File: src/sv/cowm_pkg.sv
// Types and constants shared by the copy-on-write overlay block state map.
// No dependencies; every module of the block but cowm_ram imports this package.
`default_nettype none

package cowm_pkg;

   localparam int POS_W       = 17;
   localparam int IDX_W       = 16;
   localparam int CNT_W       = 6;
   localparam int BYTES_W     = 22;
   localparam int DEV_W       = 33;
   localparam int SHIFT_W     = 5;
   localparam int REQ_DATA_W  = 32;
   localparam int RSP_DATA_W  = 72;
   localparam int MAX_RUN     = 32;

   localparam logic [SHIFT_W-1:0] SHIFT_MIN   = 5'd9;
   localparam logic [SHIFT_W-1:0] SHIFT_MAX   = 5'd16;
   localparam logic [SHIFT_W-1:0] SHIFT_RESET = 5'd16;

   localparam logic [2:0] CMD_READ   = 3'd0;
   localparam logic [2:0] CMD_CACHE  = 3'd1;
   localparam logic [2:0] CMD_WRITE  = 3'd2;
   localparam logic [2:0] CMD_TRIM   = 3'd3;
   localparam logic [2:0] CMD_STATUS = 3'd4;

   localparam logic [1:0] CM_IGNORE = 2'd0;
   localparam logic [1:0] CM_PASS   = 2'd1;
   localparam logic [1:0] CM_RDONLY = 2'd2;
   localparam logic [1:0] CM_COPY   = 2'd3;

   localparam logic [1:0] BS_FREE  = 2'd0;
   localparam logic [1:0] BS_ALLOC = 2'd1;
   localparam logic [1:0] BS_TRIM  = 2'd3;

   localparam logic CSR_BLOCK_SHIFT  = 1'b0;
   localparam logic CSR_DEVICE_BYTES = 1'b1;

   typedef enum logic [2:0] {
      ACT_RD_UNDER = 3'd0,
      ACT_RD_OVER  = 3'd1,
      ACT_ZERO     = 3'd2,
      ACT_NONE     = 3'd3,
      ACT_ADVISE   = 3'd4,
      ACT_FWD      = 3'd5,
      ACT_WRITE    = 3'd6
   } action_type;

   typedef struct packed {
      logic [2:0]       cmd;
      logic [IDX_W-1:0] block_index;
      logic [CNT_W-1:0] block_count;
      logic             copy_on_read;
      logic [1:0]       cache_mode;
   } req_type;

   // One result before byte counts: clip selects device-end clipping,
   // full selects the whole run length.
   typedef struct packed {
      action_type       action;
      logic [POS_W-1:0] pos;
      logic [CNT_W-1:0] run;
      logic             clip;
      logic             full;
      logic             copy;
      logic             present;
      logic             trimmed;
      logic             last;
   } run_desc_type;

endpackage

`default_nettype wire

File: src/sv/cowm_bytes.sv
// Byte count stage: turns a run descriptor into valid and tail byte counts, clipped
// at the device end where the descriptor asks, and holds the result register. Uses cowm_pkg.
`default_nettype none

module cowm_bytes
   import cowm_pkg::*;
(
   input  wire logic                   clock,
   input  wire logic                   reset,
   input  wire run_desc_type           desc,
   input  wire logic                   desc_valid,
   output logic                        desc_take,
   input  wire logic [SHIFT_W-1:0]     shift,
   input  wire logic [DEV_W-1:0]       device_bytes,
   output logic                        rsp_tvalid,
   input  wire logic                   rsp_tready,
   output logic [RSP_DATA_W-1:0]       rsp_tdata,
   output logic [2:0]                  rsp_tuser,
   output logic                        rsp_tlast
);

   logic               out_vld_ff, out_vld_in;
   logic [2:0]         action_ff;
   logic [IDX_W-1:0]   first_ff;
   logic [CNT_W-1:0]   run_ff;
   logic [BYTES_W-1:0] valid_ff, valid_in;
   logic [BYTES_W-1:0] tail_ff, tail_in;
   logic               copy_ff, present_ff, trimmed_ff, last_ff;

   logic [DEV_W-1:0]   offset;
   logic [BYTES_W-1:0] nbytes;
   logic [DEV_W-1:0]   avail;
   logic [BYTES_W-1:0] lim;

   assign desc_take  = desc_valid && (!out_vld_ff || rsp_tready);
   assign out_vld_in = desc_take || (out_vld_ff && !rsp_tready);

   assign offset = {{(DEV_W-POS_W){1'b0}}, desc.pos} << shift;
   assign nbytes = {{(BYTES_W-CNT_W){1'b0}}, desc.run} << shift;
   assign avail  = device_bytes - offset;

   always_comb begin
      if (device_bytes <= offset) begin
         lim = '0;
      end else if (avail > {{(DEV_W-BYTES_W){1'b0}}, nbytes}) begin
         lim = nbytes;
      end else begin
         lim = avail[BYTES_W-1:0];
      end
      if (desc.clip) begin
         valid_in = lim;
         tail_in  = nbytes - lim;
      end else begin
         valid_in = desc.full ? nbytes : '0;
         tail_in  = '0;
      end
   end

   always_ff @(posedge clock) begin
      if (reset) begin
         out_vld_ff <= 1'b0;
      end else begin
         out_vld_ff <= out_vld_in;
      end
   end

   always_ff @(posedge clock) begin
      if (desc_take) begin
         action_ff  <= desc.action;
         first_ff   <= desc.pos[IDX_W-1:0];
         run_ff     <= desc.run;
         valid_ff   <= valid_in;
         tail_ff    <= tail_in;
         copy_ff    <= desc.copy;
         present_ff <= desc.present;
         trimmed_ff <= desc.trimmed;
         last_ff    <= desc.last;
      end
   end

   assign rsp_tvalid = out_vld_ff;
   assign rsp_tuser  = action_ff;
   assign rsp_tlast  = last_ff;
   assign rsp_tdata  = {3'b000, trimmed_ff, present_ff, copy_ff, tail_ff, valid_ff,
                        run_ff, first_ff};

endmodule

`default_nettype wire

File: config.mk
export PLATFORM = sky130hd
export DESIGN_NAME = cowm_bytes
export DESIGN_NICKNAME = d
export VERILOG_FILES = /design/src/sv/cowm_pkg.sv /design/src/sv/cowm_bytes.sv
export SDC_FILE = /design/constraint.sdc
export NUM_CORES = 1
export LEC_CHECK = 0
export ABC_AREA = 1
export BUFFER_PORTS_ARGS = -buffer_cell sky130_fd_sc_hd__buf_2
export CELL_PAD_IN_SITES_DETAIL_PLACEMENT = 0
export CELL_PAD_IN_SITES_GLOBAL_PLACEMENT = 2
export CORE_ASPECT_RATIO = 1.4
export CORE_MARGIN = 4
export CORE_UTILIZATION = 32
export DETAILED_ROUTE_END_ITERATION = 8
export PLACE_DENSITY = 0.8
export SYNTH_ARGS = -nofsm -noshare
export SYNTH_HDL_FRONTEND = slang
export SYNTH_SLANG_ARGS = --single-unit
File: constraint.sdc
create_clock -name clock -period 9.1 [get_ports clock]
set_clock_uncertainty 0.1 [all_clocks]
set_input_delay 1.365 -clock clock [delete_from_list [all_inputs] [get_ports clock]]
set_output_delay 1.365 -clock clock [all_outputs]
set_load 0.05 [all_outputs]
Word-level counts from Yosys, hierarchy flattened
Cells that the tools add are included.
{ "totals": {"reg_bits": 74, "inputBits": 74, "out_inout_bits": 78, "wordCells": 26} }
{ "op_classes": {"add_sub_neg": 2, "magnitude_cmp": 2, "shift": 2, "n_mux": 4, "reduce_logical": 6} }
{ "op_table": {"columns": ["operator", "n"], "rows": [
  ["$mux W22", 4],
  ["$gt A33 B22 Y1", 1],
  ["$le A33 B33 Y1", 1],
  ["$shl A17 B5 Y33", 1],
  ["$sub A33 B33 Y33", 1],
  ["$shl A6 B5 Y22", 1],
  ["$sub A22 B22 Y22", 1],
  ["$logic_and A1 B1 Y1", 2],
  ["$logic_not A1 Y1", 2],
  ["$logic_or A1 B1 Y1", 2]
]} }

Longest topological paths before layout
{ "logic_depth": {"depth_word": 6, "depth_mapped": 55, "depth_no_buf": 53} }

Least setup slack after synthesis
OpenSTA, ideal clock, no wires.
{ "synth_path": {"path_type": "in2reg", "startpoint": "in shift[4]", "endpoint": "reg tail_ff[21] (data pin)", "setup_time_ns": 0.255, "t_arrival_ns": 7.100, "t_required_ns": 8.745, "path_slack_ns": 1.646, "stages": 42, "n_path_buf": 4, "cell_sequence": "clkbuf_1 nor2_1 inv_1 clkbuf_1 clkbuf_1 nor2_1 ha_1 fa_1 inv_1 nand4_1 nand2_1 a31oi_1 o41ai_1 xnor2_1 inv_1 ha_1 a21oi_1 nor2_1 [... 6 more ...] nor2_4 nand2_2 buf_6 nand2_2 nand3_2 ha_1 a21o_1 or2_1 inv_1 o21ai_1 a21oi_1 inv_1 a21oi_1 o21ai_1 nand2_1 o211ai_1 a21oi_1 nor2_1"} }
{ "synth_via": {"elab_chain_len": 6, "word_cells_on_any_way": 8, "classes_between": "add/sub: 2; order compare: 2; shift: 2; mux: 2"} }
{ "synth_rtl": {"columns": ["element", "line_no", "rtl"], "rows": [
  ["from (decl)", "cowm_bytes.sv:13", "input wire logic [SHIFT_W-1:0] shift,"],
  ["$shl A17 B5 Y33", "cowm_bytes.sv:38", "assign offset = {{(DEV_W-POS_W){1'b0}}, desc.pos} << shift;"],
  ["$sub A33 B33 Y33", "cowm_bytes.sv:40", "assign avail = device_bytes - offset;"],
  ["$gt A33 B22 Y1", "cowm_bytes.sv:45", "end else if (avail > {{(DEV_W-BYTES_W){1'b0}}, nbytes}) begin"],
  ["$mux W22", "cowm_bytes.sv:45", null],
  ["$mux W22", "cowm_bytes.sv:43", "if (device_bytes <= offset) begin"],
  ["$sub A22 B22 Y22 (*)", "cowm_bytes.sv:52", "tail_in = nbytes - lim;"],
  ["to (signal assigned)", "cowm_bytes.sv:73", "tail_ff <= tail_in;"],
  ["to (decl)", "cowm_bytes.sv:27", "logic [BYTES_W-1:0] tail_ff, tail_in;"]
]} }
Mark *: on every way between the ends. The rest lies on a longest branch, timed or not.
A chain may end at the register's enable or synchronous reset.

Worst setup path in the final report
{ "layout_path": {"startpoint": "in shift[0]", "endpoint": "reg tail_ff[18] (data pin)"} }
Same word-level chain as after synthesis.

==> summary.md <==
| Metric | Value |
|---|---|
| Crit path arrival time | `8.35 ns` |
| CTS Buf Count | `9` |
| Yosys reg bits | `74` |
| Peak VDD IR | `77.18 µV` |
| HPWL after DPL | `24410 µm` |
| Critical Path Fanout Max | `18` |
| Iter 0 DRT Violations | `301` |
| Endpoints failing hold | `0` |
| Antenna violations before repair | `0` |
| Least-Margin Pin Slew | `0.8985 ns` |
| Largest family of logic cells by synthesized area | `simple AND/OR/NAND/NOR gates` |
| Final setup vio count | `0` |
| Drt first pass iters | `5` |
| Largest net degree at the start of global routing | `74` |
| Die width | `~150 µm` |
| Critical path type | `primary input to register` |
| EDFF count, synth | `73` |
| CTS Root Cell | `clkbuf_16` |
| Max cap viols | `0` |
| R2r setup slk | `7.37 ns` |
| # IOs | `152` |
| First-pass GRT wire length | `44280 µm` |
| Antenna cells | `0` |
| Area of the core | `around 0.026 mm²` |
| RSZ-0062 raised after global routing | `no` |
| Clk buf depth | `2` |
| Row cnt | `70` |
| H-tree Lvls | `3` |
| Post-synth top area cell | `edfxtp_1` |
| CTS tree | `built` |
| Final nets | `1565` |
| Die Y | `201.3 µm` |
| Max_slew headroom | `40.10%` |
| RR Endpoint | `valid_ff[20]` |
| Fmax | `0.1197 GHz` |
| Slowest stage delay, CP | `between 0.3 and 0.4 ns` |
| Non-filler cells, final | `1742` |
| Final core occ | `38.17%` |
| Mux cell area share after synthesis | `0.8203%` |
| Fraction of the mapped netlist area in simple logic gates | `approximately a third` |
| Leakage | `4.983 nW` |
| Drt via density | `about 4.8` |
| Synth area leaders | `edfxtp_1 (26%), nand2_1 (16%), ha_1 (11%)` |
| Placed cells | `around 1700` |
| ANT nets after route | `0` |
| R2R cell count | `2` |
| Total grt overflow | `0` |
| Crit-path slowest cell | `fa_1` |
| Hold depth | `2` |
| Required @ worst endpoint | `between 9 and 10 ns` |
| P&R area growth vs syn | `17.01%` |
| Final Cycle Share | `91.81%` |
| GRT Total Usage | `19.03%` |
| Compound-Gate Fraction of Synth Area | `14.71%` |
| Ys Warns | `0` |
| Top cells by count, synth | `nand2_1 (356), inv_1 (185), nor2_1 (111)` |
| Power Density | `149.6 mW/mm²` |
| Setup Total Neg Slack | `0 ns` |
| Synth async-reset ratio | `0%` |
| Routed wire per std cell | `16.20 µm` |
| Worst path most repeated cell | `nand2_1` |
| RePlAce Congestion | `0.8989` |
| Routed wire length | `28230 µm` |
| Initial core utilization | `32.62%` |
| Status | `complete, no violations` |
| Yosys cell types | `50` |
| Synthesized area | `between 0.008 and 0.009 mm²` |
| Synthesized-area fraction occupied by adder cells | `11.60%` |
| Vias post-DR | `8301` |
| Start of the worst register-to-register path | `rsp_tvalid` |
| Syn Area/Cell | `6.715 µm²` |
| Register area share after synthesis | `25.90%` |
| IO Port Bufs | `148` |
| Ys flop type | `edfxtp_1` |
| Worst Hold Class | `register to register` |
| CTS Hold Buffers Added | `0` |
| Max-slew violations | `0` |
| Worst-path clk slew | `0.06 ns` |
| Die area | `0.02941 mm²` |
| Hold Path Sink | `rsp_tvalid` |
| Hold path start | `rsp_tvalid` |
| Number of remaining DRC errors | `0` |
| Clock Latency Late Sink | `0.34 ns` |
| XOR/XNOR share of the synthesized area | `under 10%` |
| Crit start category | `primary input` |
| Syn Inst Count | `1272` |
| Yosys top cell area share | `25.66%` |
| Clk sinks | `74` |
| Fillers | `2855` |
| CP endpoint kind | `register` |
| Layout cell share with drive strength beyond 1 | `21.79%` |
| Tmin final | `8.355 ns` |
| Most frequent cell after synthesis | `nand2_1` |
| Vias in the first global route | `8372` |
[metal layers]
| layer | up-vias | global-route usage [%] | routed length (µm) |
|---|---|---|---|
| met5 | - | 0 | 0 |
| met4 | 0 | 7.902 | 1071 |
| met3 | 35 | 2.320 | 802 |
| met2 | 156 | 35.77 | 14690 |
| met1 | 3678 | 21.56 | 11670 |
| li1 | 4432 | - | - |
[what timing repair did]
item	4_1_cts	5_1_grt
resized for setup	0	12
setup buffers	0	4
endpoints found under the setup margin	0	2
[registers in the layout (all words and copies together) (netlist names)]
name and cells:
run_ff 6, tail_ff 22, rsp_tlast 1, trimmed_ff 1
first_ff 16, rsp_tvalid 1, rsp_tuser 3, present_ff 1
valid_ff 22, copy_ff 1
[worst max-delay path by stage]
| stage | depth (start not counted) | endpoint | startpoint | slack [ns] |
|---|---|---|---|---|
| floorplan | 42 | tail_ff[21] | shift[4] | 1.65 |
| global placement | 43 | tail_ff[18] | shift[0] | 0.40 |
| detailed placement | 43 | tail_ff[18] | shift[0] | 0.28 |
| CTS | 43 | tail_ff[18] | shift[0] | 0.61 |
| global route | 49 | tail_ff[18] | shift[0] | 0.002 |
| finish | 45 | tail_ff[18] | shift[0] | 0.75 |
[power by group]
group	switching, mW	leakage, nW	internal, mW
combinational	0.498	4.11	0.221
sequential	0.00511	0.727	0.408
clock	0.136	0.144	0.228
total	0.639	4.98	0.856
[per-stage QoR]
step	total power, mW	hold slack (ns)	setup WS, ns	cell area, µm²
2_1_floorplan	0.9507	0.5845	1.646	8549
3_3_place_gp	1.135	0.3923	0.4030	9604
6_report	1.496	0.4062	0.7450	9995
4_1_cts	1.506	0.4142	0.6142	9918
3_5_place_dp	1.135	0.4034	0.2799	9604
5_1_grt	1.608	0.4516	0.002237	9995
[logic make-up after synthesis]
family / after synthesis
compound gates: 218
xor+xnor: 20
fa+ha+maj: 78
buf+inv: 243
flops: 74
mux: 7
other cells: 1
simple gates: 631
[worst max-delay path, delay by kind of cell]
| kind | cells | cell delay (ns) |
|---|---|---|
| AO/OA/AOI/OAI | 14 | 2.51 |
| XOR/XNOR | 1 | 0.32 |
| adder cells (fa/ha/maj) | 4 | 1.14 |
| buffers and inverters | 7 | 0.79 |
| AND/OR/NAND/NOR | 19 | 2.24 |
[layout by cell type (no fill, tap or decap), drive strengths merged, types with 14 or more instances in the layout]
master and count:
or2 15, nor2 127, o21ai 73, xor2 14
o22ai 37, edfxtp 73, inv 198, buf 167
nand2 396, nand3 71, a21oi 70, ha 76
[layout make-up]
type                       instances  area, µm²  area share (%)
timing repair buffer             167      883.3           8.838
clock inverter                     5      61.31          0.6134
multi-input combinational        958       5414           54.17
inverter                         203      765.7           7.661
sequential                        74       2212           22.13
clock buffer                      11      252.7           2.529
tap                              324      405.4           4.056
Power figures use the tool's default switching activity.
