[src/sv/cowm_ram.sv]
// Generic simple dual-port RAM: one write port, one read port, registered read.
// No dependencies.
`default_nettype none

module cowm_ram #(
   parameter int WIDTH = 2,
   parameter int DEPTH = 16
) (
   input  wire logic                                   clock,
   input  wire logic                                   we,
   input  wire logic [(DEPTH > 1 ? $clog2(DEPTH) : 1)-1:0] waddr,
   input  wire logic [WIDTH-1:0]                       wdata,
   input  wire logic [(DEPTH > 1 ? $clog2(DEPTH) : 1)-1:0] raddr,
   output logic      [WIDTH-1:0]                       rdata
);

   logic [WIDTH-1:0] mem [DEPTH];
   logic [WIDTH-1:0] rdata_ff;

   always_ff @(posedge clock) begin
      if (we) begin
         mem[waddr] <= wdata;
      end
      rdata_ff <= mem[raddr];
   end

   assign rdata = rdata_ff;

endmodule

`default_nettype wire

[config.mk]
export PLATFORM = sky130hd
export DESIGN_NAME = cowm_ram
export DESIGN_NICKNAME = d
export VERILOG_FILES = /design/src/sv/cowm_ram.sv
export SDC_FILE = /design/constraint.sdc
export NUM_CORES = 1
export LEC_CHECK = 0
export BUFFER_PORTS_ARGS = -buffer_cell sky130_fd_sc_hd__buf_2
export CAP_MARGIN = 20
export CORE_UTILIZATION = 50
export CTS_CLUSTER_SIZE = 30
export DETAILED_ROUTE_END_ITERATION = 12
export PLACE_DENSITY_LB_ADDON = 0.12
export SYNTH_ARGS = -nofsm -noshare
export SYNTH_HDL_FRONTEND = slang
export SYNTH_SLANG_ARGS = --single-unit
[constraint.sdc]
create_clock -name clock -period 3.45 [get_ports clock]
set_input_delay 1.035 -clock clock [delete_from_list [all_inputs] [get_ports clock]]
set_output_delay 1.035 -clock clock [all_outputs]
set_load 0.05 [all_outputs]
Word level (Yosys, flattened, before mapping)
Memory sizes are Yosys's and may differ from the RTL's. A register that Yosys moved wholly into a read port is not among the register bits.
Cells that the tools add are included.
{ "totals": {"ff_bits": 0, "ramBits": 32, "input_bits": 12, "output_inout_bits": 2, "n_memories": 1} }
{ "classes": {"n_mux": 2} }
{ "mem_list": {"columns": ["memory", "depth", "word_bits", "rd", "rd_ports_with_merged_regs", "wr", "line", "rtl"], "rows": [
  ["mem", 16, 2, 1, 1, 1, "17", "logic [WIDTH-1:0] mem [DEPTH];"]
]} }
{ "op_table": {"columns": ["op", "count"], "rows": [
  ["$mux 1", 2]
]} }

Depth between registers and ports, before layout
Gate-level depths: netlist of the first run.
{ "logic_depth": {"word_depth": 2, "ltp_mapped": 4, "depth_no_buf": 3} }

Worst setup path after synthesis of the first run
Ideal clock, no wire load.
{ "synth_path": {"path_kind": "input to register", "startpoint": "input port waddr[2] (netlist name)", "endpoint": "memory mem[0][0], enable pin", "setup_time_ns": 0.329, "t_arrival_ns": 1.740, "t_required_ns": 3.121, "path_slack_ns": 1.381, "cell_stages": 2, "n_path_buf": 0, "cell_sequence": "or3b_2 nor3_1"} }
{ "synth_rtl": {"columns": ["item", "line", "rtl"], "rows": [
  ["start: declaration", "11", "input wire logic [(DEPTH > 1 ? $clog2(DEPTH) : 1)-1:0] waddr,"],
  ["end: declaration", "17", null]
]} }
Straight into the memory's write port.

Worst setup path in the final report of the first run
{ "layout_path": {"startpoint": "input port waddr[2] (netlist name)", "endpoint": "memory mem[0][1], enable pin"} }
Straight into the memory's write port.

==> results.cfg, run 1 <==
[outcome]
status = finished clean

[synth]
yosys-top-cells-count = edfxtp_1 (32), nor2_1 (13), nand3_1 (5)
yosysMostFrequentCell = edfxtp_1
syn_inst = 78
synth-seq-cells = 34
synth_area_leader_cell = edfxtp_1
syn-num-nets = 90
synth-edff-count = 32
yosysSeqAreaShare = 0.725
yosysTopAreaCellShare = 0.696
netlist-cell-type-count = 15
ys_top_cells_by_area = edfxtp_1 (70%), mux4_1 (7.6%), mux4_2 (6.5%)
synthFlopType = edfxtp_1
ys_warn_count = 0
synth_area_mm2 = 0.00138
syn_area_per_cell_um2 = 17.7
ys_async_sr_fraction = 0

[worst_setup_path]
path_cells = buf_2 > or3b_2 > nor3_1
worstPathArrival_ps = 1930
critical_path_class = in -> reg
startpoint_type = input pin
crit_path_end_kind = register
crit_fanout = 4
crit_buf_inv = 1
max_stage_delay_ps = 510
required_ps = 3450
crit_family = simple AND/OR/NAND/NOR gates
crit_slowest_cell = or3b_2

[cts]
clk_pin_slew_ps = 100
cts_buffer_depth = 2
hold_buffers = 0
clk_latency_ps = 320
numCtsBuffers = 5
cts_root_buffer = clkbuf_4
cts_sinks = 34
cts_tree = built
cts-htree-levels = 2
ctsResizeCount = 0
cts_setup_buffers = 0

[place]
io_buffers = 13
dp_hpwl_um = 1590
routabilityCongestion = 0.714

[sta]
maxSlewHeadroom = 0.698
clock.fmax_mhz = 518
hold_viol = 0
finalSetupTns_ps = 0
rsz0062_at_grt = false
setup_violations = 0
finalCritPeriodShare = 0.559
slew_violations = 0
worstMarginPinSlew_ps = 450
fin_crit_ps = 1930
finalClockSkew_ps = 7.02

[final_layout]
num_antenna_cells = 0
nets = 108
register_area_mm2 = 0.00100
areaGrowthSynthToFinish_pct = 9.97
final_util = 0.596
multi_input_area_um2 = 364
fill_cells = 199
drive_above_1_share = 0.247

[grt]
grt_pass1_vias = 733
antenna_found_initial = 0
track_usage = 0.186
grt_pass1_wl_um = 3490
grt_max_degree = 17
grt.overflow.total = 0

[pwr]
power.density_mw_per_mm2 = 473
p_leak_nw = 0.509
irDropWorstVdd_mv = 0.294

[die]
initial_utilization = 0.542
die_y_um = 54.5
io_pins = 14
core-area_mm2 = 0.00254
fp.dieW_um = 54.5
die_area_mm2 = 0.00297
row_count = 18

[detailed_routing]
drc_errors = 0
routed_wirelength_um = 2260
route.detailed.wl_per_inst_um = 17.8
vias = 730
first_pass_iters = 4
drt_iter0_markers = 20
avgViaCountPerCell = 5.75
ant_nets = 0

[hold_path]
min_path_type = reg -> reg

[flow_run]
cap_violations = 0
[worst register-to-register path, stage by stage, from the launching register on]
cell      delay [ps]
edfxtp_1         390
mux4_2           480
a22oi_1          190
nand3_1          100
[worst paths after layout]
path,start,end,slack (ps),cells past startpoint
min reg2reg,mem[9][0],rdata[0],690,3
max reg2reg,mem[3][0],rdata[0],2180,3
min,mem[9][0],rdata[0],690,3
max,waddr[2],mem[0][1],1520,3
[report_power, final]
part	switching (mW)	internal (mW)	leakage, nW
registers	0.00220	0.461	0.306
clock network	0.119	0.0765	0.0297
logic	0.0375	0.0216	0.173
total	0.158	0.559	0.509
[stage by stage]
stage                     hold slack (ps)  setup slack, ps  std cells  total power, mW  instance area [µm²]
after global routing                  730             1460        127            0.745                 1520
after global placement                661             1210        119            0.530                 1470
after CTS                             708             1520        127            0.725                 1520
after detailed placement              689             1180        119            0.532                 1470
after floorplan                       612             1380         78            0.509                 1380
final                                 693             1520        127            0.717                 1520
[cell families (layout without fill, tap and decap cells)]
| group | after synthesis | in the layout | share of synthesized area |
|---|---|---|---|
| flip-flops | 34 | 34 | 0.725 |
| buffers and inverters | 2 | 21 | 0.0109 |
| AND/OR/NAND/NOR | 32 | 32 | 0.112 |
| multiplexers | 8 | 8 | 0.141 |
| AO/OA/AOI/OAI | 2 | 2 | 0.0109 |
[metal layers]
metal,up-vias,routed length [µm],global-route usage
met5,-,0,0
met4,0,12,0.0641
met3,2,120,0.0750
met2,23,1070,0.291
met1,358,1060,0.235
li1,347,-,-
[layout make-up]
class	count	area share
repair buffers	13	0.0429
multi-input cells	42	0.240
clock inverters	2	0.00577
flip-flops and latches	34	0.660
clock buffers	6	0.0272
well taps	30	0.0247
[registers in the layout, summed over array words and instances (netlist names)]
register  cells
mem          32
rdata         2
[placed cells by master, fill, tap and decap left out]
master	count
nand2_1	3
mux4_1	4
nand3_1	5
clkinv_1	1
clkinv_2	1
nand3b_1	2
edfxtp_1	32
clkbuf_1	1
nor2_1	13
dfxtp_1	2
a22oi_1	2
clkbuf_4	5
nand2b_1	2
or3b_2	1
nor2b_1	2
mux4_2	4
buf_2	13
nor3_1	4
Power figures use the tool's default switching activity.
==> run 2, diff against run 1 <==
Clock period 3.45 ns to 1.9 ns, I/O delays scaled along.
==> run 2 against run 1 <==
  * Clock power increased by 84%
  * Register-to-register slack got worse by 1600 ps
  * Global-route usage decreased by 0.33 points
  * Cell area unchanged
  * Hold slack got worse by 140 ps
  * Critical path depth decreased by 2
  * Highest routed layer unchanged
==> results.cfg, run 2 (synthesis gave the netlist of run 1 again) <==
[cts]
cts_setup_buffers = 0
cts_tree = built
hold_buffers = 0
cts_buffer_depth = 2
clk_pin_slew_ps = 90
cts-htree-levels = 2
clk_latency_ps = 330
ctsResizeCount = 0
cts_root_buffer = clkbuf_4
cts_sinks = 34
numCtsBuffers = 5

[die]
die_area_mm2 = 0.00297
fp.dieW_um = 54.5
io_pins = 14
core-area_mm2 = 0.00254
die_y_um = 54.5
initial_utilization = 0.542
row_count = 18

[grt]
grt_pass1_vias = 741
track_usage = 0.183
grt_max_degree = 17
antenna_found_initial = 0
grt.overflow.total = 0
grt_pass1_wl_um = 3420

[sta]
slew_violations = 0
rsz0062_at_grt = false
finalCritPeriodShare = 0.771
setup_ws_ps = 435
setup_violations = 0
fin_crit_ps = 1460
hold_viol = 0
finalSetupTns_ps = 0
finalClockSkew_ps = 7.41
maxSlewHeadroom = 0.713
clock.fmax_mhz = 683
worstMarginPinSlew_ps = 427

[detailed_routing]
drt_iter0_markers = 12
drc_errors = 0
avgViaCountPerCell = 5.64
route.detailed.wl_per_inst_um = 17.1
ant_nets = 0
routed_wirelength_um = 2180
first_pass_iters = 4
vias = 716

[outcome]
status = finished clean

[hold_path]
min_path_type = in -> reg

[pwr]
power_frac_clock = 0.274
switching_share = 0.222
irDropWorstVdd_mv = 0.580
p_leak_nw = 0.509
p_sw_mw = 0.289
power.density_mw_per_mm2 = 859
pwr-share-comb = 0.081
power.share.sequential = 0.645
p_int_mw = 1.01

[final_layout]
areaGrowthSynthToFinish_pct = 9.97
drive_above_1_share = 0.247
layout_common_cells = edfxtp_1 (32), nor2_1 (13), buf_2 (13), nand3_1 (5), clkbuf_4 (5)
layout.cells.most_common = edfxtp_1
num_antenna_cells = 0
nets = 108
largest_register_ffs = 32
regMostFlops = mem

[worst_setup_path]
crit_buf_inv = 1
startpoint_type = register
crit_family = flip-flops
max_stage_delay_ps = 320
crit_fanout = 1
path_cells = buf_2
required_ps = 1330
crit_path_end_kind = output pin
worstPathArrival_ps = 890
crit_slowest_cell = dfxtp_1
critical_path_class = reg -> out

[place]
dp_hpwl_um = 1560
routabilityCongestion = 0.713
preCtsSetupSlack_ps = 99.4
io_buffers = 13

[flow_run]
cap_violations = 0
-- run 2: cell counts in the layout (fill, tap and decap cells not counted) --
Identical to the previous run, type by type.
-- run 2: layer usage --
metal	share of wire	vias to the layer above	GRT usage
li1	-	346	-
met1	0.46	344	0.223
met2	0.47	19	0.287
met3	0.051	7	0.0750
met4	0.017	0	0.0769
met5	0	-	0
-- run 2: metrics by stage --
step / util / hold slack (ps) / area, µm² / std cells / power, mW
after floorplan: - / 612 / 1380 / 78 / 0.925
after global placement: 0.577 / 660 / 1470 / 119 / 0.963
after detailed placement: 0.577 / 681 / 1470 / 119 / 0.966
after CTS: 0.596 / 537 / 1520 / 127 / 1.32
after global routing: 0.596 / 571 / 1520 / 127 / 1.35
final: 0.596 / 550 / 1520 / 127 / 1.30
-- run 2: final cells by class --
cell class	instances	area (µm²)
multi-input combinational	42	364
timing repair buffer	13	65.1
clock inverter	2	8.76
sequential	34	1000
clock buffer	6	41.3
tap	30	37.5
fill	200	1030
-- run 2: power groups by stage --
stage / Combinational (mW) / Sequential [mW] / Clock, mW
after global placement: 0.105 / 0.858 / 0
after global routing: 0.116 / 0.843 / 0.395
after CTS: 0.107 / 0.841 / 0.369
final: 0.105 / 0.841 / 0.358
after detailed placement: 0.107 / 0.859 / 0
after floorplan: 0.0494 / 0.875 / 0
-- run 2: path summary, 6_finish.rpt --
path | from | end | slack, ps | cells after the start
worst max-delay path | rdata[1] | rdata[1] | 440 | 1
worst min-delay path | raddr[2] | rdata[1] | 550 | 3
worst max register to register | mem[3][0] | rdata[0] | 630 | 3
worst min register to register | mem[8][0] | rdata[0] | 690 | 3
==> run 3, diff against run 2 <==
Clock period 1.9 ns to 1.4 ns, I/O delays scaled along.
==> run 3 against run 2 <==
  * Combinational power is 43% higher
  * Count of clock-buffer cells in the layout is 1 higher
  * Non-clock buffer count is 5 higher
  * Final cell count is 3.9% higher
  * First-iteration DRC count grew to 2.7 times the previous value
  * Register-to-register slack worse by 460 ps
  * Clock skew hardly changed
  * Die area stayed put
  * Routed wire length is 0.32% lower
  * Power is 37% higher
  * Largest power group unchanged
==> results.cfg, run 3 (synthesis gave the netlist of run 1 again) <==
[outcome]
status = finished clean

[final_layout]
areaGrowthSynthToFinish_pct = 13.0
drive_above_1_share = 0.284
multi_input_area_um2 = 369
largest_register_ffs = 32
stdcell_count = 132
regMostFlops = mem
layout_common_cells = edfxtp_1 (32), nor2_1 (13), buf_2 (13)
layout.cells.most_common = edfxtp_1
fill_cells = 193
num_antenna_cells = 0
register_area_mm2 = 0.00100
nets = 113
final_util = 0.613
stdcell_area_mm2 = 0.00156

[worst_setup_path]
crit_family = flip-flops
reg2reg_to = rdata[1]
startpoint_type = register
crit_buf_inv = 1
regToRegStartpoint = mem[3][1]
crit_slowest_cell = dfxtp_1
critical_path_class = reg -> out
r2r_cells = 3
crit_fanout = 1
path_cells = buf_2
rrSetupSlack_ps = 170
required_ps = 980
worstPathArrival_ps = 890
crit_path_end_kind = output pin
max_stage_delay_ps = 310

[sta]
fin_crit_ps = 1310
clock.fmax_mhz = 766
maxSlewHeadroom = 0.800
rsz0062_at_grt = false
setup_ws_ps = 93.8
holdWs_ps = 382
slew_violations = 0
worstMarginPinSlew_ps = 298
finalClockSkew_ps = 7.45
finalSetupTns_ps = 0
setup_violations = 0
hold_viol = 0
finalCritPeriodShare = 0.933

[detailed_routing]
dr.max_layer_used = met4
route.detailed.wl_per_inst_um = 16.4
drc_errors = 0
wl_met2_um = 965
vias = 752
wl_met1_um = 1030
first_pass_iters = 4
routed_wirelength_um = 2170
drt_iter0_markers = 32
ant_nets = 0
met3_length_um = 131
avgViaCountPerCell = 5.70

[die]
fp.dieW_um = 54.5
die_area_mm2 = 0.00297
io_pins = 14
row_count = 18
initial_utilization = 0.542
die_y_um = 54.5
core-area_mm2 = 0.00254

[pwr]
p_total_mw = 1.79
p_leak_nw = 0.533
power.density_mw_per_mm2 = 1150
irDropWorstVdd_mv = 0.909

[cts]
cts_tree = built
numCtsBuffers = 5
cts-htree-levels = 2
hold_buffers = 0
clk_latency_ps = 330
clk_pin_slew_ps = 90
cts_root_buffer = clkbuf_4
cts_buffer_depth = 2
cts_setup_buffers = 0
cts_sinks = 34
ctsResizeCount = 0

[grt]
track_usage = 0.181
grt_pass1_vias = 702
grt_max_degree = 17
grt_pass1_wl_um = 3320
antenna_found_initial = 0
grt.overflow.total = 0

[place]
preCtsSetupSlack_ps = -240
dp_hpwl_um = 1590
io_buffers = 13
place_inst = 124
routabilityCongestion = 0.699
placed_area_mm2 = 0.00151

[hold_path]
min_path_type = in -> reg
hold_path.startpoint = raddr[2]
holdPathStages = 3
hold-path-endpoint = rdata[0]

[flow_run]
cap_violations = 0
## run 3: cell types whose count changed in the layout (fill, tap and decap cells not counted)
cell | previous run | this run
clkbuf_1 | 1 | 2
nor3_1 | 4 | 3
nor3_2 | 0 | 1
buf_4 | 0 | 5
clkinv_2 | 1 | 0
## run 3: cell type report
class | instances | share of cell area
clock buffers | 7 | 0.0289
clock inverters | 1 | 0.00241
multi-input cells | 42 | 0.237
flip-flops and latches | 34 | 0.642
well taps | 30 | 0.0241
repair buffers | 18 | 0.0658
## run 3: power breakdown
group	internal, mW	total (mW)	leakage (nW)	switching, mW
sequential	1.14	1.14	0.306	0.00554
combinational	0.0597	0.150	0.200	0.0903
clock	0.193	0.494	0.0269	0.301
## run 3: worst max-delay path by stage
stage	slack, ps	startpoint	cells past startpoint	to
final	90	rdata[1]	1	rdata[1]
after floorplan	5	raddr[0]	4	rdata[0]
after global placement	-190	waddr[2]	3	mem[0][1]
after CTS	80	rdata[0]	1	rdata[0]
after global routing	30	rdata[0]	1	rdata[0]
after detailed placement	-240	raddr[0]	4	rdata[1]
## run 3: routing by layer
metal	GRT usage	up-vias
li1	-	357
met1	0.239	362
met2	0.256	27
met3	0.0750	6
met4	0.0897	0
met5	0	-
