<file path="src/sv/cowm_pkg.sv">
// Types and constants shared by the copy-on-write overlay block state map.
// No dependencies; every module of the block but cowm_ram imports this package.
`default_nettype none

package cowm_pkg;

   localparam int POS_W       = 17;
   localparam int IDX_W       = 16;
   localparam int CNT_W       = 6;
   localparam int BYTES_W     = 22;
   localparam int DEV_W       = 33;
   localparam int SHIFT_W     = 5;
   localparam int REQ_DATA_W  = 32;
   localparam int RSP_DATA_W  = 72;
   localparam int MAX_RUN     = 32;

   localparam logic [SHIFT_W-1:0] SHIFT_MIN   = 5'd9;
   localparam logic [SHIFT_W-1:0] SHIFT_MAX   = 5'd16;
   localparam logic [SHIFT_W-1:0] SHIFT_RESET = 5'd16;

   localparam logic [2:0] CMD_READ   = 3'd0;
   localparam logic [2:0] CMD_CACHE  = 3'd1;
   localparam logic [2:0] CMD_WRITE  = 3'd2;
   localparam logic [2:0] CMD_TRIM   = 3'd3;
   localparam logic [2:0] CMD_STATUS = 3'd4;

   localparam logic [1:0] CM_IGNORE = 2'd0;
   localparam logic [1:0] CM_PASS   = 2'd1;
   localparam logic [1:0] CM_RDONLY = 2'd2;
   localparam logic [1:0] CM_COPY   = 2'd3;

   localparam logic [1:0] BS_FREE  = 2'd0;
   localparam logic [1:0] BS_ALLOC = 2'd1;
   localparam logic [1:0] BS_TRIM  = 2'd3;

   localparam logic CSR_BLOCK_SHIFT  = 1'b0;
   localparam logic CSR_DEVICE_BYTES = 1'b1;

   typedef enum logic [2:0] {
      ACT_RD_UNDER = 3'd0,
      ACT_RD_OVER  = 3'd1,
      ACT_ZERO     = 3'd2,
      ACT_NONE     = 3'd3,
      ACT_ADVISE   = 3'd4,
      ACT_FWD      = 3'd5,
      ACT_WRITE    = 3'd6
   } action_type;

   typedef struct packed {
      logic [2:0]       cmd;
      logic [IDX_W-1:0] block_index;
      logic [CNT_W-1:0] block_count;
      logic             copy_on_read;
      logic [1:0]       cache_mode;
   } req_type;

   // One result before byte counts: clip selects device-end clipping,
   // full selects the whole run length.
   typedef struct packed {
      action_type       action;
      logic [POS_W-1:0] pos;
      logic [CNT_W-1:0] run;
      logic             clip;
      logic             full;
      logic             copy;
      logic             present;
      logic             trimmed;
      logic             last;
   } run_desc_type;

endpackage

`default_nettype wire

</file>
<file path="src/sv/cowm_seq.sv">
// Command sequencer: clears the state memory, scans block states, splits reads
// into runs and writes back new states. Uses cowm_pkg; drives the cowm_ram ports.
`default_nettype none

module cowm_seq
   import cowm_pkg::*;
#(
   parameter int NUM_BLOCKS = 65536,
   localparam int AW = (NUM_BLOCKS > 1) ? $clog2(NUM_BLOCKS) : 1
) (
   input  wire logic          clock,
   input  wire logic          reset,
   input  wire logic          req_valid,
   output logic               req_ready,
   input  wire req_type       req,
   output logic               ram_we,
   output logic [AW-1:0]      ram_waddr,
   output logic [1:0]         ram_wdata,
   output logic [AW-1:0]      ram_raddr,
   input  wire logic [1:0]    ram_rdata,
   output run_desc_type       desc,
   output logic               desc_valid,
   input  wire logic          desc_take
);

   typedef enum logic [4:0] {
      S_CLEAR = 5'b00001,
      S_IDLE  = 5'b00010,
      S_ONE   = 5'b00100,
      S_SCAN  = 5'b01000,
      S_FLUSH = 5'b10000
   } seq_state_type;

   seq_state_type    state_ff, state_in;
   logic [2:0]       cmd_ff, cmd_in;
   logic             cor_ff, cor_in;
   logic [1:0]       mode_ff, mode_in;
   logic [POS_W-1:0] run_pos_ff, run_pos_in;
   logic [CNT_W-1:0] run_len_ff, run_len_in;
   logic [1:0]       run_st_ff, run_st_in;
   logic [CNT_W-1:0] rem_ff, rem_in;
   logic             rd_inmap_ff, rd_inmap_in;
   logic [AW-1:0]    clr_ff, clr_in;
   run_desc_type     desc_ff, desc_in;
   logic             desc_vld_ff, desc_vld_in;

   logic [POS_W-1:0]    cur;
   logic [POS_W-1:0]    rpos;
   logic [AW+POS_W-1:0] cur_ext;
   logic [AW+POS_W-1:0] rpos_ext;
   logic                cur_inmap;
   logic [1:0]          s;
   logic                desc_free;
   logic                desc_load;
   logic                accept;
   logic [CNT_W-1:0]    cnt_eff;
   logic [CNT_W-1:0]    len_next;
   logic [CNT_W-1:0]    rem_next;

   function automatic run_desc_type read_run(logic [POS_W-1:0] pos, logic [CNT_W-1:0] len,
                                             logic [1:0] st, logic cor, logic last);
      run_desc_type d;
      d        = '0;
      d.pos    = pos;
      d.run    = len;
      d.last   = last;
      case (st)
         BS_FREE: begin
            d.action = ACT_RD_UNDER;
            d.clip   = 1'b1;
            d.copy   = cor;
         end
         BS_ALLOC: begin
            d.action = ACT_RD_OVER;
            d.full   = 1'b1;
         end
         default: begin
            d.action = ACT_ZERO;
            d.full   = 1'b1;
         end
      endcase
      return d;
   endfunction

   assign cur       = run_pos_ff + {{(POS_W-CNT_W){1'b0}}, run_len_ff};
   assign cur_ext   = {{AW{1'b0}}, cur};
   assign cur_inmap = ({{(32-POS_W){1'b0}}, cur} < 32'(NUM_BLOCKS));
   assign rpos_ext  = {{AW{1'b0}}, rpos};
   assign ram_raddr = rpos_ext[AW-1:0];
   assign s         = rd_inmap_ff ? ram_rdata : BS_FREE;
   assign desc_free = !desc_vld_ff || desc_take;
   assign req_ready = (state_ff == S_IDLE);
   assign accept    = req_valid && req_ready;
   assign len_next  = run_len_ff + 6'd1;
   assign rem_next  = rem_ff - run_len_ff;

   always_comb begin
      if (req.block_count == '0) begin
         cnt_eff = 6'd1;
      end else if ({1'b0, req.block_count} > 7'(MAX_RUN)) begin
         cnt_eff = CNT_W'(MAX_RUN);
      end else begin
         cnt_eff = req.block_count;
      end
   end

   always_comb begin
      state_in   = state_ff;
      cmd_in     = cmd_ff;
      cor_in     = cor_ff;
      mode_in    = mode_ff;
      run_pos_in = run_pos_ff;
      run_len_in = run_len_ff;
      run_st_in  = run_st_ff;
      rem_in     = rem_ff;
      clr_in     = clr_ff;
      desc_in    = desc_ff;
      desc_load  = 1'b0;
      ram_we     = 1'b0;
      ram_waddr  = cur_ext[AW-1:0];
      ram_wdata  = BS_ALLOC;
      rpos       = cur;

      unique case (state_ff)
         S_CLEAR: begin
            ram_we    = 1'b1;
            ram_waddr = clr_ff;
            ram_wdata = BS_FREE;
            clr_in    = clr_ff + AW'(1);
            if (clr_ff == AW'(NUM_BLOCKS - 1)) begin
               state_in = S_IDLE;
            end
         end
         S_IDLE: begin
            rpos = {1'b0, req.block_index};
            if (accept) begin
               cmd_in     = req.cmd;
               cor_in     = req.copy_on_read;
               mode_in    = req.cache_mode;
               run_pos_in = {1'b0, req.block_index};
               run_len_in = '0;
               run_st_in  = BS_FREE;
               rem_in     = cnt_eff;
               state_in   = (req.cmd == CMD_READ) ? S_SCAN : S_ONE;
            end
         end
         S_ONE: begin
            if (desc_free) begin
               desc_load      = 1'b1;
               desc_in        = '0;
               desc_in.pos    = run_pos_ff;
               desc_in.run    = 6'd1;
               desc_in.last   = 1'b1;
               desc_in.action = ACT_NONE;
               state_in       = S_IDLE;
               unique case (cmd_ff)
                  CMD_CACHE: begin
                     if (s == BS_ALLOC) begin
                        desc_in.action = ACT_ADVISE;
                        desc_in.full   = 1'b1;
                     end else if (s == BS_FREE && mode_ff != CM_IGNORE) begin
                        desc_in.clip = 1'b1;
                        case (mode_ff)
                           CM_PASS:   desc_in.action = ACT_FWD;
                           CM_RDONLY: desc_in.action = ACT_RD_UNDER;
                           default: begin
                              desc_in.action = ACT_RD_UNDER;
                              desc_in.copy   = 1'b1;
                              ram_we         = cur_inmap;
                           end
                        endcase
                     end
                  end
                  CMD_WRITE: begin
                     desc_in.action = ACT_WRITE;
                     desc_in.full   = 1'b1;
                     ram_we         = cur_inmap;
                  end
                  CMD_TRIM: begin
                     ram_we    = cur_inmap;
                     ram_wdata = BS_TRIM;
                  end
                  CMD_STATUS: begin
                     desc_in.present = (s != BS_FREE);
                     desc_in.trimmed = (s == BS_TRIM);
                  end
                  default: begin
                     desc_in        = '0;
                     desc_in.action = ACT_NONE;
                     desc_in.last   = 1'b1;
                  end
               endcase
            end
         end
         S_SCAN: begin
            if (desc_free) begin
               rpos   = cur + 17'd1;
               ram_we = (s == BS_FREE) && cor_ff && cur_inmap;
               if (run_len_ff == '0 || s == run_st_ff) begin
                  run_len_in = len_next;
                  run_st_in  = s;
                  if (len_next == rem_ff) begin
                     desc_load = 1'b1;
                     desc_in   = read_run(run_pos_ff, len_next, s, cor_ff, 1'b1);
                     state_in  = S_IDLE;
                  end
               end else begin
                  desc_load  = 1'b1;
                  desc_in    = read_run(run_pos_ff, run_len_ff, run_st_ff, cor_ff, 1'b0);
                  run_pos_in = cur;
                  run_len_in = 6'd1;
                  run_st_in  = s;
                  rem_in     = rem_next;
                  if (rem_next == 6'd1) begin
                     state_in = S_FLUSH;
                  end
               end
            end
         end
         S_FLUSH: begin
            if (desc_free) begin
               desc_load = 1'b1;
               desc_in   = read_run(run_pos_ff, run_len_ff, run_st_ff, cor_ff, 1'b1);
               state_in  = S_IDLE;
            end
         end
         default: begin
            state_in = S_IDLE;
         end
      endcase
   end

   assign rd_inmap_in = ({{(32-POS_W){1'b0}}, rpos} < 32'(NUM_BLOCKS));
   assign desc_vld_in = desc_load || (desc_vld_ff && !desc_take);

   always_ff @(posedge clock) begin
      if (reset) begin
         state_ff    <= S_CLEAR;
         clr_ff      <= '0;
         desc_vld_ff <= 1'b0;
      end else begin
         state_ff    <= state_in;
         clr_ff      <= clr_in;
         desc_vld_ff <= desc_vld_in;
      end
   end

   always_ff @(posedge clock) begin
      cmd_ff      <= cmd_in;
      cor_ff      <= cor_in;
      mode_ff     <= mode_in;
      run_pos_ff  <= run_pos_in;
      run_len_ff  <= run_len_in;
      run_st_ff   <= run_st_in;
      rem_ff      <= rem_in;
      rd_inmap_ff <= rd_inmap_in;
      desc_ff     <= desc_in;
   end

   assign desc       = desc_ff;
   assign desc_valid = desc_vld_ff;

   a_no_write_idle: assert property (@(posedge clock) disable iff (reset)
      (state_ff == S_IDLE || state_ff == S_FLUSH) |-> !ram_we)
      else $error("state memory written outside a command");

   a_load_free: assert property (@(posedge clock) disable iff (reset)
      desc_load |-> desc_free)
      else $error("run descriptor overwritten before taken");

   a_run_bound: assert property (@(posedge clock) disable iff (reset)
      state_ff == S_SCAN |-> run_len_ff < rem_ff)
      else $error("run length reached remaining count inside scan");

   a_scan_alloc: assert property (@(posedge clock) disable iff (reset)
      (state_ff == S_SCAN && ram_we) |-> (ram_wdata == BS_ALLOC && s == BS_FREE))
      else $error("scan wrote a block that was not free");

   a_clear_done: assert property (@(posedge clock) disable iff (reset)
      (state_ff == S_CLEAR && state_in == S_IDLE) |-> clr_ff == AW'(NUM_BLOCKS - 1))
      else $error("clearing pass ended early");

endmodule

`default_nettype wire

</file>
<file path="config.mk">
export PLATFORM = sky130hd
export DESIGN_NAME = cowm_seq
export DESIGN_NICKNAME = d
export VERILOG_FILES = /design/src/sv/cowm_pkg.sv /design/src/sv/cowm_seq.sv
export SDC_FILE = /design/constraint.sdc
export NUM_CORES = 1
export LEC_CHECK = 0
export BUFFER_PORTS_ARGS = -buffer_cell sky130_fd_sc_hd__buf_2
export CAP_MARGIN = 20
export CORE_ASPECT_RATIO = 1.5
export CORE_MARGIN = 5
export CORE_UTILIZATION = 46
export DETAILED_ROUTE_END_ITERATION = 16
export PLACE_DENSITY = 0.7
export SLEW_MARGIN = 10
export SYNTH_ARGS = -nofsm -noshare
export SYNTH_HDL_FRONTEND = slang
export SYNTH_SLANG_ARGS = --single-unit
</file>
<file path="constraint.sdc">
create_clock -name clock -period 3.82 [get_ports clock]
set_input_delay 0.764 -clock clock [delete_from_list [all_inputs] [get_ports clock]]
set_output_delay 0.764 -clock clock [all_outputs]
set_load 0.01 [all_outputs]
</file>
# Yosys cells after proc, flatten, opt, wreduce, memory -nomap -nowiden
# Cells that the tools add are included.
# totals
wordCells	157
ff_bits	92
input_bits	34
# classes
add_sub_neg	5
n_mux	74
reduce_logical	28
n_eq_ne	27
order_cmp	3
# ops
operator	count
$mux W32	5
$pmux W32 S3	1
$mux W17	4
$pmux W17 S2	2
$mux W6	8
$mux W5	7
$lt A17 B17 Y1 const B	2
$pmux W6 S2	2
$mux W1	23
$mux W23	1
$pmux W5 S4	1
$add A17 B1 Y17 const B	1
$add A17 B6 Y17	1
$add A16 B1 Y16 const B	1
$eq A16 B16 Y1 const B	1
$mux W16	1
$pmux W2 S2	4
$logic_not A6 Y1	2
$mux W2	6
$ne A2 B2 Y1 const B	5
$mux W3	3
$add A6 B1 Y6 const B	1
$eq A2 B1 Y1 const B	3
$eq A3 B2 Y1 const B	2
other kinds (33)	50

# Logic depth before layout (Yosys ltp)
# Gate-level depths: netlist (run 1).
# logic_depth
ltp_word	8
mapped_depth	11
ltp_nobuf	11

# Worst setup path before layout (run 1)
# No wires, ideal clock.
# synth_path
kind	reg2out
start	register run_len_ff[0]
end	output ram_raddr[15]
t_arrival_ns	3.140
path_stages_with_launch	11
path_slack_ns	-0.084
path_cell_list	edfxtp_1 -> ha_1 -> fa_1 -> a211o_1 -> a2111o_1 -> o311ai_1 -> nand4_1 -> or2_0 -> clkbuf_1 -> o31a_1 -> o31ai_1
# synth_via
elab_chain_cells	4
# synth_lines
item	line_no	rtl
start: declaration	cowm_seq.sv:39	logic [CNT_W-1:0] run_len_ff, run_len_in;
start signal: assignment	cowm_seq.sv:253	run_len_ff <= run_len_in;
$add A17 B6 Y17 (*)	cowm_seq.sv:85	assign cur = run_pos_ff + {{(POS_W-CNT_W){1'b0}}, run_len_ff};
$add A17 B1 Y17	cowm_seq.sv:197	rpos = cur + 17'd1;
$mux W17	cowm_seq.sv:196	if (desc_free) begin
$pmux W17 S2 (*)	cowm_seq.sv:124	unique case (state_ff)
end: declaration	cowm_seq.sv:19	output logic [AW-1:0] ram_raddr,
# Every way passes the cells marked *; elsewhere a longest branch is shown, timed or not.

# Worst setup path after layout (run 1)
# layout_path
start	register run_pos_ff[0]
end	output ram_raddr[15]
# layout_via
elab_chain_cells	4
# layout_lines
item	line_no	rtl
start: declaration	cowm_seq.sv:38	logic [POS_W-1:0] run_pos_ff, run_pos_in;
start signal: assignment	cowm_seq.sv:252	run_pos_ff <= run_pos_in;
$add A17 B6 Y17 (*)	cowm_seq.sv:85	
$add A17 B1 Y17	cowm_seq.sv:197	
$mux W17	cowm_seq.sv:196	
$pmux W17 S2 (*)	cowm_seq.sv:124	
# Marked as above.

==> results.py, run 1 <==
metrics = {
    "status": {
        "outcome": "finished with violations",
        "violations": "negative setup slack",
    },
    "die": {
        "initial_utilization_pct": 46.7,
        "die_w_um": 102,
        "placement_rows": 50,
        "io_pins": 103,
        "coreArea_um2": 12400,
        "die_h_um": 147,
        "die-area_um2": 15000,
    },
    "synth": {
        "synth_ff_type": "edfxtp_1",
        "async_flop_share_pct": 0,
        "netlist_instances": 630,
        "synth_edf_count": 69,
        "yosys-top-cells-count": "nand2_1, nor2_1, edfxtp_1",
        "syn_area_per_cell_um2": 9.18,
        "ys_ff_latch": 92,
        "yosys.area.top_type_share_pct": 35.8,
        "synth.distinct_cells": 72,
        "yosysWarnings": 0,
        "synth.net_count": 684,
        "synth_seq_area_share_pct": 43.8,
        "syn_area_um2": 5780,
        "synth_top_cell_by_area": "edfxtp_1",
        "synth_most_common_cell": "nand2_1",
        "synth_area_leaders": "edfxtp_1, dfxtp_1, nand2_1",
    },
    "grt": {
        "grt_max_degree": 37,
        "grt_pass1_vias": 5129,
        "overflow": 0,
        "grt_pass1_wl_mm": 25.7,
        "antenna_found_initial": 0,
        "track_usage_pct": 21.6,
    },
    "power_and_ir_drop": {
        "power_switching_mw": 0.622,
        "internal-power_mw": 1.86,
        "pwr-share-seq_pct": 44.6,
        "power.leakage_nw": 3.05,
        "p_total_mw": 2.48,
        "ir_worst_vdd_uv": 262,
        "swShare_pct": 25.0,
        "p_comb_share_pct": 14.2,
        "powerDensity_nw_per_um2": 344,
        "p_clk_share_pct": 41.2,
    },
    "worst_setup_path": {
        "slowest_stage": "or4_4",
        "r2r-end": "rd_inmap_ff$_DFF_P_",
        "end_kind": "output pin",
        "cp_max_fo": 3,
        "rr_startpoint": "run_pos_ff[0]$_DFFE_PP_",
        "reg2reg_slack_ns": 0.76,
        "crit_type": "flip-flop to output pin",
        "endpoint": "ram_raddr[15]",
        "startpoint": "run_pos_ff[0]$_DFFE_PP_",
        "worstSetupStartpointType": "flip-flop",
        "rr_worst_depth": 10,
        "cp.arrival_ns": 3.44,
        "worstPathRequired_ns": 3.06,
        "max_stage_delay_ns": 0.56,
        "timing.critical_path.cells": "ha_2 -> fa_2 -> a211o_1 -> a21o_1 -> mux2i_1 -> o22ai_1 -> or4_4 -> o31a_1 -> o31ai_2 -> buf_2",
    },
    "clock_network": {
        "root_buffer": "clkbuf_16",
        "clock-sinks": 92,
        "ctsLongestPathBuffers": 2,
        "cts-buffers-inserted": 9,
        "h-tree-depth": 3,
        "path_clk_slew_ns": 0.06,
        "cts_tree": "yes",
        "hold_buffers": 0,
        "clk_latency_ns": 0.34,
    },
    "timing": {
        "hold_violations": 0,
        "slew_viol_final": 0,
        "rsz0062_at_grt": "true",
        "worst_clock_skew_ns": 0.00475,
        "final.min_clock_period_ns": 4.20,
        "setup_viol": 8,
        "tightest_slew_ns": 0.856,
        "setup_slack_ns": -0.381,
        "fmax_mhz": 238,
        "relSlewSlack_pct": 42.9,
        "tns_ns": -1.78,
        "whs_ns": 0.511,
        "period_share_pct": 110,
    },
    "placed_design": {
        "portBuffers": 102,
        "place_congestion": 0.923,
        "dpl_worst_slack_ns": -0.0454,
        "place_area_um2": 6700,
        "dpl.hpwl_mm": 12.1,
        "dp.cells": 902,
    },
    "route": {
        "drc": 0,
        "vias": 5221,
        "vias_per_cell": 5.64,
        "drt_iter0_drc": 297,
        "firstDrtPassIters": 5,
        "ant_nets": 0,
        "post_drt_wl_per_cell_um": 17.1,
        "wl_mm": 15.8,
    },
    "final_layout": {
        "final_cells": 926,
        "stdcell_area_um2": 7210,
        "nets": 819,
        "final_core_util_pct": 58.2,
        "syn_to_final_growth_pct": 24.8,
        "nFillCells": 1133,
        "n_antenna_cell": 0,
        "drive_gt1_share_pct": 24.8,
    },
    "flow_run": {
        "cap_viol_max_count": 0,
    },
    "min_path": {
        "hold_path.class": "flip-flop to flip-flop",
    },
}
==> worst min path at each step <==
stage	from	endpoint	slack, ns	cells after the start
2_1_floorplan	clr_ff[5]$_SDFFE_PP0P_	clr_ff[5]$_SDFFE_PP0P_	0.47	2
3_3_place_gp	clr_ff[5]$_SDFFE_PP0P_	clr_ff[5]$_SDFFE_PP0P_	0.49	2
3_5_place_dp	clr_ff[5]$_SDFFE_PP0P_	clr_ff[5]$_SDFFE_PP0P_	0.50	2
4_1_cts	clr_ff[5]$_SDFFE_PP0P_	clr_ff[5]$_SDFFE_PP0P_	0.51	2
5_1_grt	clr_ff[5]$_SDFFE_PP0P_	clr_ff[5]$_SDFFE_PP0P_	0.52	2
6_report	clr_ff[5]$_SDFFE_PP0P_	clr_ff[5]$_SDFFE_PP0P_	0.51	2
==> routing by layer <==
metal  track usage (%)  wire (um)  share of wire [%]
met1              27.1       6670                 42
met2              36.4       7860                 50
met3              3.18        812                5.1
met4              9.45        502                3.2
met5                 0          0                  0
==> logic make-up after synthesis <==
logic type               Yosys count  synth area share [%]
AO/OA/AOI/OAI                    124                  14.8
XOR/XNOR                          43                  7.25
adder cells (fa/ha/maj)           20                  4.59
buffers and inverters             44                  2.88
flip-flops                        92                  43.8
multiplexers                       4                 0.693
AND/OR/NAND/NOR                  303                  26.0
==> cell usage in the layout, fill, tap and decap left out, types with 21 or more instances in the layout <==
cell type	Yosys	layout
a21oi_1	28	26
nor2b_1	21	21
o21ai_0	25	25
buf_2	1	102
dfxtp_1	23	23
nand2_1	88	88
nor2_1	78	78
edfxtp_1	69	69
buf_4	0	45
nand3_1	21	21
==> sequential cells by signal, summed over array words and instances, names as in the netlist <==
register     count
rem_ff           6
run_len_ff       6
rd_inmap_ff      1
state_ff         5
cor_ff           1
mode_ff          2
desc_valid       1
clr_ff          16
run_st_ff        2
cmd_ff           3
run_pos_ff      17
desc            32
==> timing repair <==
action,CTS,global route
setup buffers,9,1
resized for setup,14,8
pin swaps,11,9
gates cloned,0,0
endpoints found under the setup margin,9,13
==> area by class of cell <==
type / count / area [um^2] / area share [%]
Multi-Input combinational cell: 494 / 3210 / 44.5
Sequential cell: 92 / 2530 / 35.1
Timing Repair Buffer: 148 / 860 / 11.9
Clock buffer: 9 / 225 / 3.12
Tap cell: 156 / 195 / 2.71
Clock inverter: 7 / 114 / 1.58
Inverter: 20 / 75.1 / 1.04
==> power by group through the flow <==
stage               Sequential, mW  Clock (mW)  Combinational, mW
finish                        1.11        1.02              0.353
global route                  1.11        1.08              0.395
CTS                           1.11        1.04              0.353
detailed placement            1.13           0              0.349
global placement              1.13           0              0.347
floorplan                     1.12           0              0.214
==> worst max-delay path, delay by kind of cell, from the launching register on <==
family,cells,cell delay (ns)
flip-flops,1,0.40
multiplexers,1,0.20
AND/OR/NAND/NOR,1,0.56
buffers and inverters,1,0.18
AO/OA/AOI/OAI,5,1.17
adder cells (fa/ha/maj),2,0.58
No activity file was read; power rests on OpenSTA's default activity.
==> inputs of run 2 (changes only) <==
Settings changed: ABC_AREA set to 1.
==> results.py, run 2 <==
metrics = {
    "min_path": {
        "hold_path.class": "flip-flop to flip-flop",
    },
    "clock_network": {
        "h-tree-depth": 3,
        "clock-sinks": 92,
        "path_clk_slew_ns": 0.07,
        "ctsLongestPathBuffers": 2,
        "cts_tree": "yes",
        "cts-buffers-inserted": 9,
        "root_buffer": "clkbuf_16",
        "clk_latency_ns": 0.34,
        "hold_buffers": 0,
    },
    "synth": {
        "yosys-top-cells-count": "nand2_1, inv_1, nor2_1",
        "synth_ff_type": "edfxtp_1",
        "synth.net_count": 855,
        "netlist_instances": 801,
        "synth_top_cell_by_area": "edfxtp_1",
        "synth_edf_count": 69,
        "syn_area_per_cell_um2": 7.58,
        "yosys.area.top_type_share_pct": 34.1,
        "async_flop_share_pct": 0,
        "yosys.area_share.simple_pct": 32.0,
        "synth.mux.area_fraction_pct": 0.165,
        "synth_fa_ha_area_share_pct": 4.37,
        "synth_seq_area_share_pct": 41.7,
        "synth.distinct_cells": 48,
        "syn_area_um2": 6070,
        "synth_most_common_cell": "nand2_1",
        "ys_ff_latch": 92,
        "synth_compound_area_share_pct": 10.9,
        "synth_top_family_by_area": "simple AND/OR/NAND/NOR gates",
        "synth_area_leaders": "edfxtp_1, nand2_1, inv_1",
        "synth_xor_area_share_pct": 1.59,
        "yosysWarnings": 0,
    },
    "placed_design": {
        "dp.cells": 1053,
        "portBuffers": 102,
        "place_congestion": 0.919,
        "dpl.hpwl_mm": 12.0,
    },
    "worst_setup_path": {
        "worstSetupStartpointType": "flip-flop",
        "cp_max_fo": 4,
        "worstPathRequired_ns": 3.06,
        "crit_type": "flip-flop to output pin",
        "cp.arrival_ns": 2.92,
        "end_kind": "output pin",
    },
    "route": {
        "post_drt_wl_per_cell_um": 14.3,
        "vias_per_cell": 5.16,
        "firstDrtPassIters": 6,
        "drc": 0,
        "ant_nets": 0,
        "vias": 5565,
        "wl_mm": 15.4,
        "drt_iter0_drc": 377,
    },
    "timing": {
        "final.min_clock_period_ns": 3.69,
        "tns_ns": 0,
        "tightest_slew_ns": 0.721,
        "hold_violations": 0,
        "slew_viol_final": 0,
        "fmax_mhz": 271,
        "rsz0062_at_grt": "true",
        "setup_viol": 0,
        "period_share_pct": 96.5,
        "worst_clock_skew_ns": 0.00795,
        "relSlewSlack_pct": 51.8,
    },
    "power_and_ir_drop": {
        "powerDensity_nw_per_um2": 279,
        "power.leakage_nw": 3.26,
        "ir_worst_vdd_uv": 190,
    },
    "final_layout": {
        "final_cells": 1078,
        "layout_commonest_cell": "nand2_1",
        "nets": 968,
        "drive_gt1_share_pct": 21.3,
        "nFillCells": 1247,
        "mostFrequentLayoutCells": "nand2_1, inv_1, buf_2",
        "syn_to_final_growth_pct": 18.4,
        "largest_reg_flops": 32,
        "n_antenna_cell": 0,
    },
    "die": {
        "io_pins": 103,
        "die_w_um": 104,
        "initial_utilization_pct": 46.9,
        "placement_rows": 51,
        "die-area_um2": 15600,
        "coreArea_um2": 13000,
        "die_h_um": 151,
    },
    "grt": {
        "track_usage_pct": 19.2,
        "overflow": 0,
        "grt_max_degree": 33,
        "grt_pass1_vias": 5122,
        "antenna_found_initial": 0,
        "grt_pass1_wl_mm": 24.5,
    },
    "flow_run": {
        "cap_viol_max_count": 0,
    },
    "status": {
        "outcome": "finished clean",
    },
}
[run 2: cell count changes after synthesis, moves of 10 or more]
cell and change:
and3_1 -10, clkbuf_1 -13, inv_1 +105, nand2_1 +96, nand2_2 +15, nand3_1 +30, nor2_1 +14, nor2b_1 -21
o21ai_0 +22, xnor2_1 -17, xor2_1 -12
[run 2: final cells by class]
class,instances,area [um^2],area share (%)
Inverter,132,495,6.89
Multi-Input combinational cell,561,3050,42.4
Sequential cell,92,2530,35.2
Timing Repair Buffer,118,631,8.77
Tap cell,159,199,2.77
Clock inverter,4,51.3,0.713
Clock buffer,12,236,3.29
[run 2: cells by family (layout without fill, tap and decap cells)]
logic type,Yosys count,in the layout
AND/OR/NAND/NOR,414,414
adder cells (fa/ha/maj),20,20
XOR/XNOR,11,11
flip-flops,92,92
buffers and inverters,148,266
AO/OA/AOI/OAI,115,115
multiplexers,1,1
[run 2: report_power, final]
group / leakage (nW) / total [mW] / switching, mW / internal [mW]
Combinational: 2.29 / 0.0559 / 0.0311 / 0.0247
Sequential: 0.834 / 1.07 / 0.00260 / 1.07
Clock: 0.137 / 0.880 / 0.372 / 0.508
Total: 3.26 / 2.01 / 0.405 / 1.60
[run 2: worst paths after layout]
path                                    start                      end  slack [ns]  depth (start not counted)
hold reg to reg       clr_ff[14]$_SDFFE_PP0P_  clr_ff[14]$_SDFFE_PP0P_        0.48                          2
setup / recovery  run_len_ff[0]$_SDFFCE_PN0P_            ram_raddr[14]        0.13                         14
hold / removal        clr_ff[14]$_SDFFE_PP0P_  clr_ff[14]$_SDFFE_PP0P_        0.48                          2
setup reg to reg  run_len_ff[0]$_SDFFCE_PN0P_       desc[23]$_DFFE_PP_        1.08                         13
[run 2: through the flow]
stage | util (%) | worst slack (ns) | power [mW] | instance area, um^2 | hold WS (ns)
2_1_floorplan | - | 0.719 | 1.12 | 6070 | 0.452
3_3_place_gp | 52.3 | 0.405 | 1.15 | 6770 | 0.469
3_5_place_dp | 52.3 | 0.375 | 1.15 | 6770 | 0.475
4_1_cts | 54.5 | 0.0958 | 2.02 | 7060 | 0.487
5_1_grt | 55.5 | -0.0203 | 2.08 | 7190 | 0.512
6_report | 55.5 | 0.133 | 2.01 | 7190 | 0.483
[run 2: worst max-delay path, stage by stage, from the launching register on]
cell and delay (ns):
edfxtp_1 0.43, ha_4 0.20, fa_2 0.62, ha_4 0.15, nand2_4 0.06, nor2_4 0.11, nand3_2 0.10, nor2_4 0.15
nand3_4 0.11, nor3_4 0.25, nand2_1 0.08, nand2_1 0.06, nand3_1 0.06, nand2_1 0.08, buf_2 0.12
[run 2: what timing repair did]
action / 4_1_cts / 5_1_grt
gates resized for setup: 0 / 13
pin swaps: 0 / 11
setup buffers: 1 / 8
setup endpoints to repair: 3 / 3
hold endpoints to repair: 0 / 0
cloned: 0 / 0
[run 2: layer usage]
layer  track usage, %  wire [um]
met1             23.4       6400
met2             33.7       7870
met3             3.47        759
met4             7.19        388
met5                0          0
